File: src/rtl/rpmc_pkg.sv
// Shared types and constants for the red pixel mask and centroid block.
// Used by every module under rtl/; depends on nothing else.
package rpmc_pkg;

  // Width of the coordinate arithmetic inside the block.
  localparam int COORD_BITS = 12;

  // Fixed field widths on the stream ports.
  localparam int PIX_W   = 8;
  localparam int FIELD_W = 12;

  // The red pixel count saturates at all ones. The sums need only enough bits
  // for the largest count times the largest coordinate.
  localparam int CNT_W = 24;
  localparam int SUM_W = CNT_W + COORD_BITS;
  localparam logic [CNT_W-1:0] CNT_MAX = '1;

  // Configuration port.
  localparam int CFG_W     = (COORD_BITS + 1 > PIX_W) ? COORD_BITS + 1 : PIX_W;
  localparam int CFG_IDX_W = 3;

  // Stream payload widths; tdata is padded to whole bytes.
  localparam int TDATA_W = ((3 * PIX_W + 2 * FIELD_W + 7) / 8) * 8;
  localparam int IN_TUSER_W  = 1;
  localparam int OUT_TUSER_W = 2;

  // Queue between the classifier and the accumulator.
  localparam int FIFO_DEPTH = 4;
  localparam int FIFO_AW    = $clog2(FIFO_DEPTH);

  // Divider step counter.
  localparam int STEP_W = $clog2(COORD_BITS);

  typedef enum logic [CFG_IDX_W-1:0] {
    REG_RED_MIN      = 3'd0,
    REG_RATIO_TENTHS = 3'd1,
    REG_WIN_X_LOW    = 3'd2,
    REG_WIN_X_HIGH   = 3'd3,
    REG_WIN_Y_LOW    = 3'd4,
    REG_WIN_Y_HIGH   = 3'd5
  } reg_idx_e;

  typedef struct packed {
    logic [PIX_W-1:0]      red_min;
    logic [PIX_W-1:0]      ratio_tenths;
    logic [COORD_BITS-1:0] x_low;
    logic [COORD_BITS:0]   x_high;
    logic [COORD_BITS-1:0] y_low;
    logic [COORD_BITS:0]   y_high;
  } cfg_t;

  // One classified pixel as it travels through the queue.
  typedef struct packed {
    logic [PIX_W-1:0]      red;
    logic [PIX_W-1:0]      green;
    logic [PIX_W-1:0]      blue;
    logic                  is_red;
    logic [COORD_BITS-1:0] col;
    logic [COORD_BITS-1:0] row;
    logic                  last;
  } pix_t;

  typedef struct packed {
    logic full;
    logic empty;
  } fifo_stat_t;

  typedef struct packed {
    logic [PIX_W-1:0]   red;
    logic [PIX_W-1:0]   green;
    logic [PIX_W-1:0]   blue;
    logic               is_red;
    logic [FIELD_W-1:0] cent_col;
    logic [FIELD_W-1:0] cent_row;
    logic               found;
    logic               done;
  } out_t;

  typedef enum logic [1:0] {
    BK_IDLE,
    BK_DIV,
    BK_EMIT
  } back_state_e;

endpackage

File: src/rtl/red_pixel_mask_centroid_top.sv
// Red pixel mask and blob centroid, top level.
// Throughput: one pixel per cycle while the queue has room; a frame-end pixel
// holds the back end for the restoring divide, skipped if the frame had no red.
// A result is registered in the queue and then in the output register.
// Reset (rst_ni, asynchronous, active low) restores the register defaults,
// clears the sums and empties the queue; no clearing pass is needed.
module red_pixel_mask_centroid_top import rpmc_pkg::*; (
  input  logic                   clk_i,
  input  logic                   rst_ni,

  // Configuration write port.
  input  logic                   cfg_we_i,
  input  logic [CFG_IDX_W-1:0]   cfg_idx_i,
  input  logic [CFG_W-1:0]       cfg_wdata_i,

  // Pixel input stream.
  input  logic                   s_axis_tvalid_i,
  output logic                   s_axis_tready_o,
  // tdata, low bit up: pix_red[7:0], pix_green[7:0], pix_blue[7:0],
  // pix_col[11:0], pix_row[11:0].
  input  logic [TDATA_W-1:0]     s_axis_tdata_i,
  // tlast: frame_end.
  input  logic                   s_axis_tlast_i,

  // Result output stream.
  output logic                   m_axis_tvalid_o,
  input  logic                   m_axis_tready_i,
  // tdata, low bit up: out_red[7:0], out_green[7:0], out_blue[7:0],
  // centroid_col[11:0], centroid_row[11:0].
  output logic [TDATA_W-1:0]     m_axis_tdata_o,
  // tuser, low bit up: is_red, found.
  output logic [OUT_TUSER_W-1:0] m_axis_tuser_o,
  // tlast: frame_done.
  output logic                   m_axis_tlast_o
);

  cfg_t       cfg_q, cfg_d;
  fifo_stat_t fifo_stat;
  pix_t       push_item, head;
  logic       push, pop;

  // Configuration registers. Writes take effect at the clock edge and the
  // datapath sees them at once, so writes must happen only while the block is
  // idle; the user is bound by this and the block itself does not enforce it.
  always_comb begin
    cfg_d = cfg_q;
    if (cfg_we_i) begin
      case (reg_idx_e'(cfg_idx_i))
        REG_RED_MIN:      cfg_d.red_min      = PIX_W'(cfg_wdata_i);
        REG_RATIO_TENTHS: cfg_d.ratio_tenths = PIX_W'(cfg_wdata_i);
        REG_WIN_X_LOW:    cfg_d.x_low        = COORD_BITS'(cfg_wdata_i);
        REG_WIN_X_HIGH:   cfg_d.x_high       = (COORD_BITS+1)'(cfg_wdata_i);
        REG_WIN_Y_LOW:    cfg_d.y_low        = COORD_BITS'(cfg_wdata_i);
        REG_WIN_Y_HIGH:   cfg_d.y_high       = (COORD_BITS+1)'(cfg_wdata_i);
        default: begin
          cfg_d = cfg_q;
        end
      endcase
    end
  end

  always_ff @(posedge clk_i or negedge rst_ni) begin
    if (!rst_ni) begin
      cfg_q.red_min      <= PIX_W'(100);
      cfg_q.ratio_tenths <= PIX_W'(16);
      cfg_q.x_low        <= '0;
      cfg_q.x_high       <= (COORD_BITS+1)'(1) << COORD_BITS;
      cfg_q.y_low        <= '0;
      cfg_q.y_high       <= (COORD_BITS+1)'(1) << COORD_BITS;
    end else begin
      cfg_q <= cfg_d;
    end
  end

  // The front end classifies and masks each pixel as it is accepted.
  rpmc_front u_front (
    .s_axis_tvalid_i (s_axis_tvalid_i),
    .s_axis_tready_o (s_axis_tready_o),
    .s_axis_tdata_i  (s_axis_tdata_i),
    .s_axis_tlast_i  (s_axis_tlast_i),
    .cfg_i           (cfg_q),
    .fifo_stat_i     (fifo_stat),
    .push_o          (push),
    .item_o          (push_item)
  );

  // The queue lets the front keep accepting pixels while the back end is
  // busy dividing at frame end or waiting on the output side.
  rpmc_fifo u_fifo (
    .clk_i       (clk_i),
    .rst_ni      (rst_ni),
    .push_i      (push),
    .push_item_i (push_item),
    .pop_i       (pop),
    .head_o      (head),
    .stat_o      (fifo_stat)
  );

  // The back end accumulates sums, computes the centroid and holds the
  // output register.
  rpmc_back u_back (
    .clk_i           (clk_i),
    .rst_ni          (rst_ni),
    .fifo_stat_i     (fifo_stat),
    .head_i          (head),
    .pop_o           (pop),
    .m_axis_tvalid_o (m_axis_tvalid_o),
    .m_axis_tready_i (m_axis_tready_i),
    .m_axis_tdata_o  (m_axis_tdata_o),
    .m_axis_tuser_o  (m_axis_tuser_o),
    .m_axis_tlast_o  (m_axis_tlast_o)
  );

endmodule

File: src/rtl/rpmc_front.sv
// Front end: takes pixels from the input stream, applies the window and the
// red test, and pushes the classified pixel into the queue. Uses rpmc_pkg.
module rpmc_front import rpmc_pkg::*; (
  input  logic               s_axis_tvalid_i,
  output logic               s_axis_tready_o,
  input  logic [TDATA_W-1:0] s_axis_tdata_i,
  input  logic               s_axis_tlast_i,
  input  cfg_t               cfg_i,
  input  fifo_stat_t         fifo_stat_i,
  output logic               push_o,
  output pix_t               item_o
);

  logic [PIX_W-1:0]      red, green, blue;
  logic [COORD_BITS-1:0] col, row;
  logic [11:0]           red_x10;
  logic [15:0]           green_x_ratio, blue_x_ratio;
  logic                  in_win, red_hit;

  assign red   = s_axis_tdata_i[PIX_W-1:0];
  assign green = s_axis_tdata_i[2*PIX_W-1:PIX_W];
  assign blue  = s_axis_tdata_i[3*PIX_W-1:2*PIX_W];
  assign col   = COORD_BITS'(s_axis_tdata_i[3*PIX_W+FIELD_W-1:3*PIX_W]);
  assign row   = COORD_BITS'(s_axis_tdata_i[3*PIX_W+2*FIELD_W-1:3*PIX_W+FIELD_W]);

  // Ten times red against ratio times the other channels, exact in integers.
  assign red_x10       = {1'b0, red, 3'b000} + {3'b000, red, 1'b0};
  assign green_x_ratio = 16'(green) * 16'(cfg_i.ratio_tenths);
  assign blue_x_ratio  = 16'(blue) * 16'(cfg_i.ratio_tenths);

  assign in_win = (col >= cfg_i.x_low) && ({1'b0, col} < cfg_i.x_high) &&
                  (row >= cfg_i.y_low) && ({1'b0, row} < cfg_i.y_high);

  assign red_hit = in_win && (red > cfg_i.red_min) &&
                   ({4'b0000, red_x10} > green_x_ratio) &&
                   ({4'b0000, red_x10} > blue_x_ratio);

  assign s_axis_tready_o = !fifo_stat_i.full;
  assign push_o          = s_axis_tvalid_i && !fifo_stat_i.full;

  // A pixel inside the window that fails the test is blacked out.
  always_comb begin
    item_o.red    = red;
    item_o.green  = green;
    item_o.blue   = blue;
    if (in_win && !red_hit) begin
      item_o.red   = '0;
      item_o.green = '0;
      item_o.blue  = '0;
    end
    item_o.is_red = red_hit;
    item_o.col    = col;
    item_o.row    = row;
    item_o.last   = s_axis_tlast_i;
  end

endmodule

File: src/rtl/rpmc_fifo.sv
// Short queue of classified pixels between the front end and the back end.
// Uses rpmc_pkg for the item type and depth.
module rpmc_fifo import rpmc_pkg::*; (
  input  logic       clk_i,
  input  logic       rst_ni,
  input  logic       push_i,
  input  pix_t       push_item_i,
  input  logic       pop_i,
  output pix_t       head_o,
  output fifo_stat_t stat_o
);

  pix_t               mem_q [FIFO_DEPTH];
  logic [FIFO_AW-1:0] wr_ptr_q, wr_ptr_d;
  logic [FIFO_AW-1:0] rd_ptr_q, rd_ptr_d;
  logic [FIFO_AW:0]   count_q, count_d;

  assign stat_o.full  = (count_q == (FIFO_AW+1)'(FIFO_DEPTH));
  assign stat_o.empty = (count_q == '0);
  assign head_o       = mem_q[rd_ptr_q];

  always_comb begin
    wr_ptr_d = push_i ? wr_ptr_q + 1'b1 : wr_ptr_q;
    rd_ptr_d = pop_i ? rd_ptr_q + 1'b1 : rd_ptr_q;
    count_d  = count_q + (FIFO_AW+1)'(push_i) - (FIFO_AW+1)'(pop_i);
  end

  always_ff @(posedge clk_i or negedge rst_ni) begin
    if (!rst_ni) begin
      wr_ptr_q <= '0;
      rd_ptr_q <= '0;
      count_q  <= '0;
    end else begin
      wr_ptr_q <= wr_ptr_d;
      rd_ptr_q <= rd_ptr_d;
      count_q  <= count_d;
    end
  end

  always_ff @(posedge clk_i) begin
    if (push_i) begin
      mem_q[wr_ptr_q] <= push_item_i;
    end
  end

endmodule

File: src/rtl/rpmc_back.sv
// Back end: accumulates red pixel sums, divides at frame end with a
// restoring divider, and drives the output register. Uses rpmc_pkg.
module rpmc_back import rpmc_pkg::*; (
  input  logic               clk_i,
  input  logic               rst_ni,
  input  fifo_stat_t         fifo_stat_i,
  input  pix_t               head_i,
  output logic               pop_o,
  output logic               m_axis_tvalid_o,
  input  logic               m_axis_tready_i,
  output logic [TDATA_W-1:0] m_axis_tdata_o,
  output logic [OUT_TUSER_W-1:0] m_axis_tuser_o,
  output logic               m_axis_tlast_o
);

  back_state_e           state_q, state_d;
  logic [SUM_W-1:0]      col_sum_q, col_sum_d, row_sum_q, row_sum_d;
  logic [CNT_W-1:0]      cnt_q, cnt_d;
  logic [SUM_W-1:0]      col_rem_q, col_rem_d, row_rem_q, row_rem_d;
  logic [SUM_W-1:0]      dsr_q, dsr_d;
  logic [COORD_BITS-1:0] col_quot_q, col_quot_d, row_quot_q, row_quot_d;
  logic [STEP_W-1:0]     step_q, step_d;
  logic                  found_q, found_d;
  pix_t                  hold_q, hold_d;
  out_t                  out_q, out_d;
  logic                  out_valid_q, out_valid_d;

  logic                  out_free, acc_en, col_ge, row_ge;
  logic [SUM_W-1:0]      col_new, row_new;
  logic [CNT_W-1:0]      cnt_new;

  assign out_free = !out_valid_q || m_axis_tready_i;

  // Sums including the head pixel; the count saturates and the sums follow it.
  assign acc_en  = head_i.is_red && (cnt_q != CNT_MAX);
  assign col_new = acc_en ? col_sum_q + SUM_W'(head_i.col) : col_sum_q;
  assign row_new = acc_en ? row_sum_q + SUM_W'(head_i.row) : row_sum_q;
  assign cnt_new = acc_en ? cnt_q + 1'b1 : cnt_q;

  assign col_ge = (col_rem_q >= dsr_q);
  assign row_ge = (row_rem_q >= dsr_q);

  always_comb begin
    state_d     = state_q;
    pop_o       = 1'b0;
    col_sum_d   = col_sum_q;
    row_sum_d   = row_sum_q;
    cnt_d       = cnt_q;
    col_rem_d   = col_rem_q;
    row_rem_d   = row_rem_q;
    dsr_d       = dsr_q;
    col_quot_d  = col_quot_q;
    row_quot_d  = row_quot_q;
    step_d      = step_q;
    found_d     = found_q;
    hold_d      = hold_q;
    out_d       = out_q;
    out_valid_d = out_valid_q && !m_axis_tready_i;

    case (state_q)
      BK_IDLE: begin
        if (!fifo_stat_i.empty) begin
          if (head_i.last) begin
            // Frame end: divide the final sums if any red, and clear them.
            pop_o      = 1'b1;
            hold_d     = head_i;
            col_rem_d  = col_new;
            row_rem_d  = row_new;
            dsr_d      = SUM_W'(cnt_new) << (COORD_BITS - 1);
            col_quot_d = '0;
            row_quot_d = '0;
            step_d     = STEP_W'(COORD_BITS - 1);
            found_d    = (cnt_new != '0);
            col_sum_d  = '0;
            row_sum_d  = '0;
            cnt_d      = '0;
            state_d    = (cnt_new != '0) ? BK_DIV : BK_EMIT;
          end else if (out_free) begin
            pop_o          = 1'b1;
            col_sum_d      = col_new;
            row_sum_d      = row_new;
            cnt_d          = cnt_new;
            out_d          = '0;
            out_d.red      = head_i.red;
            out_d.green    = head_i.green;
            out_d.blue     = head_i.blue;
            out_d.is_red   = head_i.is_red;
            out_valid_d    = 1'b1;
          end
        end
      end
      BK_DIV: begin
        // One quotient bit per cycle; the mean always fits in COORD_BITS bits.
        col_rem_d  = col_ge ? col_rem_q - dsr_q : col_rem_q;
        row_rem_d  = row_ge ? row_rem_q - dsr_q : row_rem_q;
        col_quot_d = {col_quot_q[COORD_BITS-2:0], col_ge};
        row_quot_d = {row_quot_q[COORD_BITS-2:0], row_ge};
        dsr_d      = dsr_q >> 1;
        if (step_q == '0) begin
          state_d = BK_EMIT;
        end else begin
          step_d = step_q - 1'b1;
        end
      end
      BK_EMIT: begin
        if (out_free) begin
          out_d.red      = hold_q.red;
          out_d.green    = hold_q.green;
          out_d.blue     = hold_q.blue;
          out_d.is_red   = hold_q.is_red;
          out_d.cent_col = FIELD_W'(col_quot_q);
          out_d.cent_row = FIELD_W'(row_quot_q);
          out_d.found    = found_q;
          out_d.done     = 1'b1;
          out_valid_d    = 1'b1;
          state_d        = BK_IDLE;
        end
      end
      default: begin
        state_d = BK_IDLE;
      end
    endcase
  end

  always_ff @(posedge clk_i or negedge rst_ni) begin
    if (!rst_ni) begin
      state_q     <= BK_IDLE;
      col_sum_q   <= '0;
      row_sum_q   <= '0;
      cnt_q       <= '0;
      out_valid_q <= 1'b0;
    end else begin
      state_q     <= state_d;
      col_sum_q   <= col_sum_d;
      row_sum_q   <= row_sum_d;
      cnt_q       <= cnt_d;
      out_valid_q <= out_valid_d;
    end
  end

  always_ff @(posedge clk_i) begin
    col_rem_q  <= col_rem_d;
    row_rem_q  <= row_rem_d;
    dsr_q      <= dsr_d;
    col_quot_q <= col_quot_d;
    row_quot_q <= row_quot_d;
    step_q     <= step_d;
    found_q    <= found_d;
    hold_q     <= hold_d;
    out_q      <= out_d;
  end

  assign m_axis_tvalid_o = out_valid_q;
  assign m_axis_tdata_o  = TDATA_W'({out_q.cent_row, out_q.cent_col,
                                     out_q.blue, out_q.green, out_q.red});
  assign m_axis_tuser_o  = {out_q.found, out_q.is_red};
  assign m_axis_tlast_o  = out_q.done;

endmodule
File: config.mk
export PLATFORM = sky130hd
export DESIGN_NAME = red_pixel_mask_centroid_top
export DESIGN_NICKNAME = d
export VERILOG_FILES = /design/src/rtl/rpmc_pkg.sv /design/src/rtl/red_pixel_mask_centroid_top.sv /design/src/rtl/rpmc_front.sv /design/src/rtl/rpmc_fifo.sv /design/src/rtl/rpmc_back.sv
export SDC_FILE = /design/constraint.sdc
export NUM_CORES = 1
export LEC_CHECK = 0
export BUFFER_PORTS_ARGS = -buffer_cell sky130_fd_sc_hd__buf_4
export CAP_MARGIN = 30
export CORE_AREA = 3 3 259 261
export CTS_BUF_LIST = sky130_fd_sc_hd__clkbuf_8
export DETAILED_ROUTE_END_ITERATION = 8
export DIE_AREA = 0 0 262 264
export PLACE_DENSITY = 0.83
export SLEW_MARGIN = 0
export SYNTH_ARGS = -nofsm -noshare
export SYNTH_HDL_FRONTEND = slang
export SYNTH_SLANG_ARGS = --single-unit
File: constraint.sdc
create_clock -name clk_i -period 5.8 [get_ports clk_i]
set_clock_uncertainty 0.05 [all_clocks]
set_input_delay 0.58 -clock clk_i [delete_from_list [all_inputs] [get_ports clk_i]]
set_output_delay 0.58 -clock clk_i [all_outputs]
set_load 0.03 [all_outputs]
# Word-level counts from Yosys, hierarchy flattened
# Memories as Yosys holds them, arrays and structs flattened.
# Index checks and enable logic that the tools add are counted.
# op_classes
n_addsub	11
n_mul	2
n_lt_le_gt_ge	9
n_eq_ne	18
mux	50
bitwise_logic	1
reduce_logical	37
# op_table
operator	n
2-to-1 mux 36 bit	14
one-hot mux 36 bit (2 select lines)	3
2-to-1 mux 51 bit	4
one-hot mux 51 bit (2 select lines)	1
2-to-1 mux 24 bit	4
adder 36 x 12 -> 36 bit	2
greater-or-equal comparator 36 bit	2
subtractor 36 bit	2
one-hot mux 12 bit (2 select lines)	2
greater-than comparator 12 x 16 -> 1 bit	2
multiplier 8 x 8 -> 16 bit	2
less-than comparator 12 x 13 -> 1 bit	2
adder 24 x 1 -> 24 bit (second input constant)	1
greater-or-equal comparator 12 bit	2
2-to-1 mux 12 bit	2
inequality test 24 bit (second input constant)	1
nonzero test 24 bit	1
AND reduction 4 bit	4
adder 11 x 9 -> 12 bit	1
2-to-1 mux 4 bit	3
AND reduction 2 bit	6
logical AND 1 bit	10
2-to-1 mux 2 bit	5
inequality test 2 x 1 -> 1 bit (second input constant)	5
24 further kinds	47
# word_totals
reg_bits	385
ramBits	200
inputBits	70
output_inout_bits	53
wordCells	162
memories	1
# mem_list
memory	depth	word_bits	rd	rd_ports_with_merged_regs	write_ports	line	rtl
u_fifo.mem_q	4	50	1	0	1	rpmc_fifo.sv:13	pix_t mem_q [FIFO_DEPTH];

# Logic depth before layout (Yosys ltp)
# Gate-level depths: netlist (run 1).
# depth
depth_word	10
mapped_depth	28
mapped_depth_nobuf	26

# Hierarchy
# A second synthesis (run 1) with hierarchy kept.
# unflattened
hier_cells	3254
area_unflattened_um2	36372.4
# by_module_without_submodules
module	n_inst	cells_each	area_per_inst_um2	seq_area_each_um2
rpmc_back	1	1950	19034.5	8843.5
rpmc_fifo	1	296	7664.9	6180.9
rpmc_front	1	865	7146.9	0.0
red_pixel_mask_centroid_top	1	143	2526.2	1659.1

# Worst setup path before layout (run 1)
# No wires, ideal clock.
# synth_path
path_kind	input port to flip-flop
start	input s_axis_tdata_i[19]
end	memory u_fifo.mem_q[0][29] in the netlist's numbering (data pin)
setup_ns	0.144
arrival_time_ns	6.004
required_time_ns	5.606
path_slack_ns	-0.398
stages	25
n_path_buf	1
path_cell_list	and2_1 > fa_1 > inv_1 > fa_1 > inv_1 > fa_1 > inv_1 > fa_1 > inv_1 > ha_1 > and2_1 > a22o_1 > o41ai_2 > xor2_1 > ha_1 > nand4_1 > nor2_1 > a311oi_1 > nand4_1 > nor4_1 > nand4_1 > nor4_1 > nor2_1 > clkbuf_1 > and2b_1
# synth_rtl
item	line	rtl
start: declaration	red_pixel_mask_centroid_top.sv:21	input logic [TDATA_W-1:0] s_axis_tdata_i,
end: declaration	rpmc_fifo.sv:13	

==> impl_metrics.env, run 1 <==
export IMPL_status="finished with violations"
export IMPL_violations="setup timing"
export IMPL_syn_nets=3674
export IMPL_drive_above_1_share_pct=16.29
export IMPL_core_um2=64700
export IMPL_seq_area_frac_synth_pct=46.70
export IMPL_rsz0062_at_grt="true"
export IMPL_clk_latency_ps=700
export IMPL_htreeDepth=3
export IMPL_max_freq_mhz=157.7
export IMPL_synth_edff_count=412
export IMPL_cts_inserted_buffers=91
export IMPL_io_pins=123
export IMPL_tightest_slew_ps=844.3
export IMPL_grt_max_degree=131
export IMPL_p_leak_nw=16.94
export IMPL_via_per_inst=5.980
export IMPL_post_drt_wl_per_cell_um=20.34
export IMPL_worstSetupEndpointType="register"
export IMPL_final_cell_area_um2=40330
export IMPL_wl_met2_um=44160
export IMPL_netlist_area_um2=35730
export IMPL_dr_pass1_iters=5
export IMPL_maxSlewHeadroom_pct=43.59
export IMPL_drt_iter0_markers=2192
export IMPL_clk_pin_slew_ps=70
export IMPL_drv_cap=0
export IMPL_synth_seq_cells=584
export IMPL_hold_viol=0
export IMPL_grt_util_all_layers_pct=25.69
export IMPL_dp_final_hpwl_um=60870
export IMPL_antenna_found_initial=6
export IMPL_vdd_drop_max_mv=0.5259
export IMPL_dp_cells=4217
export IMPL_setup_ws_ps=-541.2
export IMPL_root_buffer="clkbuf_8"
export IMPL_io_buffers=122
export IMPL_pre_cts_slack_ps=-669.2
export IMPL_worst_endpoint_required_ps=6280
export IMPL_grt_pass1_vias=26520
export IMPL_cts_buffer_depth=3
export IMPL_finalNonFillerCells=4403
export IMPL_start_util_pct=55.22
export IMPL_drt_met1_wl_um=34980
export IMPL_syn_area_per_cell_um2=10.93
export IMPL_std_cell_rows=93
export IMPL_tritoncts="done"
export IMPL_fp_dieW_um=262
export IMPL_cp_max_fo=12
export IMPL_area_growth_pct=12.89
export IMPL_drc=0
export IMPL_hold_slack_ps=61.38
export IMPL_postRouteAntennaNets=0
export IMPL_synth_cells=3270
export IMPL_drt_wl_total_um=89560
export IMPL_synth_top_flop_cell="edfxtp_1"
export IMPL_place_area_um2=38170
export IMPL_cts_sinks=584
export IMPL_yosys_warnings=0
export IMPL_timing_final_crit_share_pct=109.3
export IMPL_overflow=0
export IMPL_die_h_um=264
export IMPL_period_minus_slack_ps=6341
export IMPL_die_area_um2=69170
export IMPL_grt_pass1_wl_um=141300
export IMPL_synth_async_reset_ratio_pct=29.45
export IMPL_crit_arrival_ps=6820
export IMPL_criticalPathCategory="reg -> reg"
export IMPL_synthDistinctLibCells=87
export IMPL_cp_start_kind="register"
export IMPL_routed_top_layer="met4"
export IMPL_wl_met3_um=5611
export IMPL_layout_nets=3868
export IMPL_setup_viol=100
export IMPL_vias=26330
export IMPL_p_per_area_nw_per_um2=632.2
export IMPL_report_final_slew_viol_count=0
export IMPL_gp_congestion=0.8911
export IMPL_hold_class="in -> reg"
## synthesized netlist by cell type, drive strengths merged, types with 5 or more instances
cell type | number | area (um^2)
dfrtp | 166 | 4154
nand2b | 23 | 143.9
a22oi | 7 | 52.55
mux2 | 65 | 732.0
clkbuf | 91 | 341.6
buf | 41 | 196.4
nor2 | 148 | 555.5
or2 | 5 | 31.28
nand3 | 63 | 315.3
and4 | 14 | 125.1
nand2 | 318 | 1194
a22o | 32 | 280.3
o22ai | 5 | 31.28
mux2i | 7 | 70.07
a21o | 75 | 563.0
dfstp | 6 | 157.7
xor2 | 69 | 604.3
a21boi | 8 | 60.06
and3 | 44 | 280.3
ha | 256 | 3203
fa | 78 | 1562
a21oi | 152 | 760.7
o21bai | 14 | 108.9
o21a | 21 | 157.7
nor4 | 17 | 118.9
or3 | 11 | 68.82
edfxtp | 412 | 12370
and2 | 173 | 1082
inv | 244 | 915.9
o21ai | 246 | 1235
nor3 | 43 | 230.2
o211ai | 16 | 125.1
o31ai | 38 | 285.3
a211o | 5 | 43.79
o31a | 6 | 52.55
mux4 | 50 | 1126
xnor2 | 114 | 998.5
o41ai | 5 | 77.58
a211oi | 19 | 147.6
and2b | 8 | 60.06
nor2b | 38 | 237.7
a31oi | 37 | 237.7
nand4 | 32 | 200.2
## cell families after synthesis
| kind of cell | synth area share [%] |
|---|---|
| simple gates | 13.27 |
| compound gates | 12.74 |
| flops | 46.70 |
| buf+inv | 4.070 |
| fa+ha+maj | 13.34 |
| xor+xnor | 4.486 |
| mux | 5.397 |
## power by group
group	internal [mW]	switching (mW)
clock network	1.86	1.71
logic	6.16	8.76
registers	6.38	0.633
## routing by layer
layer	up-vias	global-route usage, %
met1	12800	32.23
met5	-	0
met3	270	3.269
li1	12160	-
met2	1093	43.23
met4	0	13.99
## per-stage QoR
stage	TNS (ps)	power (mW)	util [%]
finish	-46060	25.50	62.34
global route	-64500	27.31	62.34
CTS	-37260	25.21	62.03
detailed placement	-60400	21.38	59.00
global placement	-35890	20.91	58.98
floorplan	0	17.32	-
## final timing paths
check | from | endpoint | slack (ps) | cells after the start
max in group asynchronous | rst_ni | u_back.row_sum_q[27] | 4150 | 3
hold reg to reg | u_back.col_sum_q[34] | u_back.col_sum_q[34] | 430 | 2
hold / removal | s_axis_tlast_i | u_fifo.mem_q[1][0] | 60 | 1
setup / recovery | cfg_q[54] | u_fifo.mem_q[2][33] | -540 | 26
setup reg to reg | cfg_q[54] | u_fifo.mem_q[2][33] | -540 | 26
min in group asynchronous | rst_ni | cfg_q[48] | 510 | 2
## cells in the final DEF (no fill, tap or decap), types with 14 or more instances in the layout
cell      netlist  layout
a211oi_1       18      18
a21o_1         75      75
a21oi_1       152     150
a22o_1         32      32
a31oi_1        36      35
and2_1        172     170
and3_1         43      39
buf_4           3     223
clkbuf_8        0      98
clkinv_1        0      21
clkinv_2        0      17
dfrtp_1       166     162
edfxtp_1      412     412
fa_1           78      74
ha_1          256     251
inv_1         244     260
mux2_2         65      65
mux4_2         50      50
nand2_1       318     318
nand2b_1       23      21
nand3_1        63      63
nand4_1        32      32
nor2_1        148     143
nor2b_1        38      21
nor2b_4         0      14
nor3_1         40      39
o211ai_1       15      15
o21a_1         21      21
o21ai_0       237     237
o31ai_1        38      38
xnor2_1       114     114
xor2_1         69      69
## final cells by class
cell class                      instances  area [um^2]
Antenna cell                            6        15.01
Clock buffer                           98         1349
Timing Repair Buffer                  233         1841
Multi-Input combinational cell       2310        17920
Fill cell                            4863        24370
Sequential cell                       584        16690
Tap cell                              855         1070
Inverter                              244        915.9
Clock inverter                         73        526.8
## registers in the layout, summed over array words and instances, names as in the netlist, 2 cells and up
signal and count:
u_fifo.rd_ptr_q 2, u_back.hold_q 25, u_back.row_rem_q 36, u_back.m_axis_tdata_o 48
u_back.state_q 2, u_fifo.mem_q 200, u_back.col_rem_q 36, u_back.m_axis_tuser_o 2
u_back.dsr_q 35, u_back.col_quot_q 12, u_back.step_q 4, u_back.cnt_q 24
u_fifo.wr_ptr_q 2, u_back.row_sum_q 36, cfg_q 66, u_back.row_quot_q 12
u_back.col_sum_q 36, u_fifo.count_q 3
## worst max-delay path, cell delays in order (launching register included)
cell and delay (ps):
dfstp_2 640, buf_4 150, nand2_1 80, fa_1 490
fa_1 490, inv_1 50, fa_1 530, inv_1 50
fa_1 530, inv_1 60, ha_4 280, nand2_1 60
o211ai_1 260, a21o_1 180, a21oi_2 70, xor2_1 140
ha_1 300, nand4_1 130, nor2_1 90, a41oi_2 190
nand4_1 150, nor4_2 220, nand4_1 180, nor4_4 240
nor2_4 100, clkbuf_16 190, and2b_2 270
## what timing repair did
item	4_1_cts	5_1_grt
endpoints found under the hold margin	77	0
cloned	0	1
gates resized for setup	20	32
pin swaps	2	1
buffers inserted	4	3
hold buffers	1	0
setup endpoints to repair	100	100
No activity file was read; power rests on OpenSTA's default activity.
==> run 2: changes to the inputs <==
- CELL_PAD_IN_SITES_DETAIL_PLACEMENT: not set -> 1
- CELL_PAD_IN_SITES_GLOBAL_PLACEMENT: not set -> 1
- CORE_AREA: 3 3 259 261 -> 3 3 280 282
- DIE_AREA: 0 0 262 264 -> 0 0 283 285
- PLACE_DENSITY: 0.83 -> 0.87
==> run 2 against run 1 <==
Against the previous run:
- the run still ends with setup timing left
- utilization decreased by 8.3 points
- via count increased by 11%
- total power increased by 11%
==> impl_metrics.env, run 2 (synthesized netlist as in run 1, its figures left out) <==
export IMPL_critical_path_buf_inv_count=7
export IMPL_drt_iter0_markers=2971
export IMPL_regToRegStartpoint="cfg_q[52]"
export IMPL_antenna_found_initial=5
export IMPL_start_util_pct=47.04
export IMPL_criticalPathCategory="reg -> reg"
export IMPL_clk_latency_ps=770
export IMPL_wl_met2_um=61740
export IMPL_max_freq_mhz=147.8
export IMPL_setup_ws_ps=-966.7
export IMPL_p_leak_nw=17.20
export IMPL_final_common_cell="edfxtp_1"
export IMPL_clk_pin_slew_ps=80
export IMPL_cts_buffer_depth=3
export IMPL_setup_tns_ps=-87760
export IMPL_worstSetupEndpointType="register"
export IMPL_fillerInstances=8060
export IMPL_post_drt_wl_per_cell_um=27.86
export IMPL_wl_met3_um=9897
export IMPL_cts_inserted_buffers=98
export IMPL_cp_max_fo=6
export IMPL_core_um2=75950
export IMPL_critPathTopFamily="adder cells"
export IMPL_vias=29130
export IMPL_routed_top_layer="met4"
export IMPL_drive_above_1_share_pct=17.25
export IMPL_status="finished with violations"
export IMPL_final_cell_mix="edfxtp_1, nand2_1, inv_1"
export IMPL_grt_max_degree=131
export IMPL_fp_dieW_um=283
export IMPL_hold_viol=0
export IMPL_drt_met1_wl_um=46740
export IMPL_min_from="s_axis_tdata_i[40]"
export IMPL_grt_pass1_wl_um=195000
export IMPL_cp_start_kind="register"
export IMPL_tritoncts="done"
export IMPL_cpMaxStageDelayCell="fa_2"
export IMPL_grt_util_all_layers_pct=31.22
export IMPL_drt_wl_total_um=128400
export IMPL_tightest_slew_ps=1012
export IMPL_via_per_inst=6.317
export IMPL_layout_nets=3897
export IMPL_period_minus_slack_ps=6767
export IMPL_overflow=0
export IMPL_power_mw=28.27
export IMPL_multi_input_comb_area_um2=18020
export IMPL_dr_pass1_iters=8
export IMPL_vdd_drop_max_mv=0.3676
export IMPL_die_h_um=285
export IMPL_final_cell_area_um2=41050
export IMPL_final_seq_area_um2=16690
export IMPL_p_per_area_nw_per_um2=688.7
export IMPL_drv_cap=0
export IMPL_maxSlewHeadroom_pct=32.54
export IMPL_cts_sinks=584
export IMPL_dp_final_hpwl_um=75570
export IMPL_largest_reg_flops=200
export IMPL_hold_class="in -> reg"
export IMPL_worst_endpoint_required_ps=6340
export IMPL_root_buffer="clkbuf_8"
export IMPL_critPathMaxStageDelay_ps=610
export IMPL_report_final_slew_viol_count=0
export IMPL_gp_congestion=0.8984
export IMPL_io_pins=123
export IMPL_drc=0
export IMPL_grt_pass1_vias=31480
export IMPL_htreeDepth=3
export IMPL_std_cell_rows=101
export IMPL_setup_viol=100
export IMPL_rsz0062_at_grt="true"
export IMPL_io_buffers=122
export IMPL_timing_final_crit_share_pct=116.7
export IMPL_area_growth_pct=14.91
export IMPL_crit_arrival_ps=7310
export IMPL_die_area_um2=80660
export IMPL_place_area_um2=38430
export IMPL_pre_cts_slack_ps=-849.6
export IMPL_postRouteAntennaNets=0
export IMPL_violations="setup timing"
export IMPL_worstSetupStartpoint="cfg_q[52]"
export IMPL_largest_register="u_fifo.mem_q"
## run 2: cell count changes in the layout (fill, tap and decap cells not counted), moves of 4 or more
| cell | previous run | this run |
|---|---|---|
| inv_1 | 260 | 269 |
| clkinv_2 | 17 | 10 |
| buf_6 | 1 | 6 |
| dlygate4sd3_1 | 1 | 5 |
| buf_4 | 223 | 235 |
| clkbuf_8 | 98 | 106 |
## run 2: layer usage
layer	vias to the layer above	track usage (%)
met1	14540	36.37
met4	0	21.84
met2	1741	52.16
met3	637	5.955
li1	12210	-
met5	-	0
## run 2: layout make-up
cell class                 count  area share, %
timing repair buffer         255          5.032
inverter                     244          2.231
sequential                   584          40.66
clock inverter                78          1.503
multi-input combinational   2310          43.88
clock buffer                 105          3.520
antenna                        5        0.03048
tap                         1030          3.139
## run 2: per-stage QoR
step           cells  util (%)  hold WS [ps]
2_1_floorplan   3270         -         234.4
3_3_place_gp    4396     50.58         403.1
3_5_place_dp    4397     50.60         423.9
4_1_cts         4599     53.86         3.269
5_1_grt         4611     54.05        -10.63
6_report        4611     54.05         15.58
## run 2: report_power, final
group / leakage [nW] / total, mW / switching (mW) / internal [mW]
registers: 6.19 / 7.16 / 0.773 / 6.39
clock network: 1.16 / 4.11 / 2.02 / 2.10
logic: 9.85 / 17.0 / 10.4 / 6.56
total: 17.2 / 28.3 / 13.2 / 15.1
## run 2: timing repair
action	4_1_cts	5_1_grt
setup buffers	13	5
setup endpoints to repair	100	100
pin swaps	12	3
gates resized for setup	64	22
endpoints found under the hold margin	96	2
gates cloned	2	1
hold buffers	4	1
## run 2: worst paths after layout
path	end	slack [ps]	cells past startpoint
setup reg to reg	u_fifo.mem_q[3][33]	-970	27
setup / recovery	u_fifo.mem_q[3][33]	-970	27
hold / removal	u_fifo.mem_q[3][5]	20	1
hold reg to reg	cfg_q[4]	450	1
min in group asynchronous	cfg_q[9]	400	2
max in group asynchronous	u_back.col_sum_q[31]	3930	3
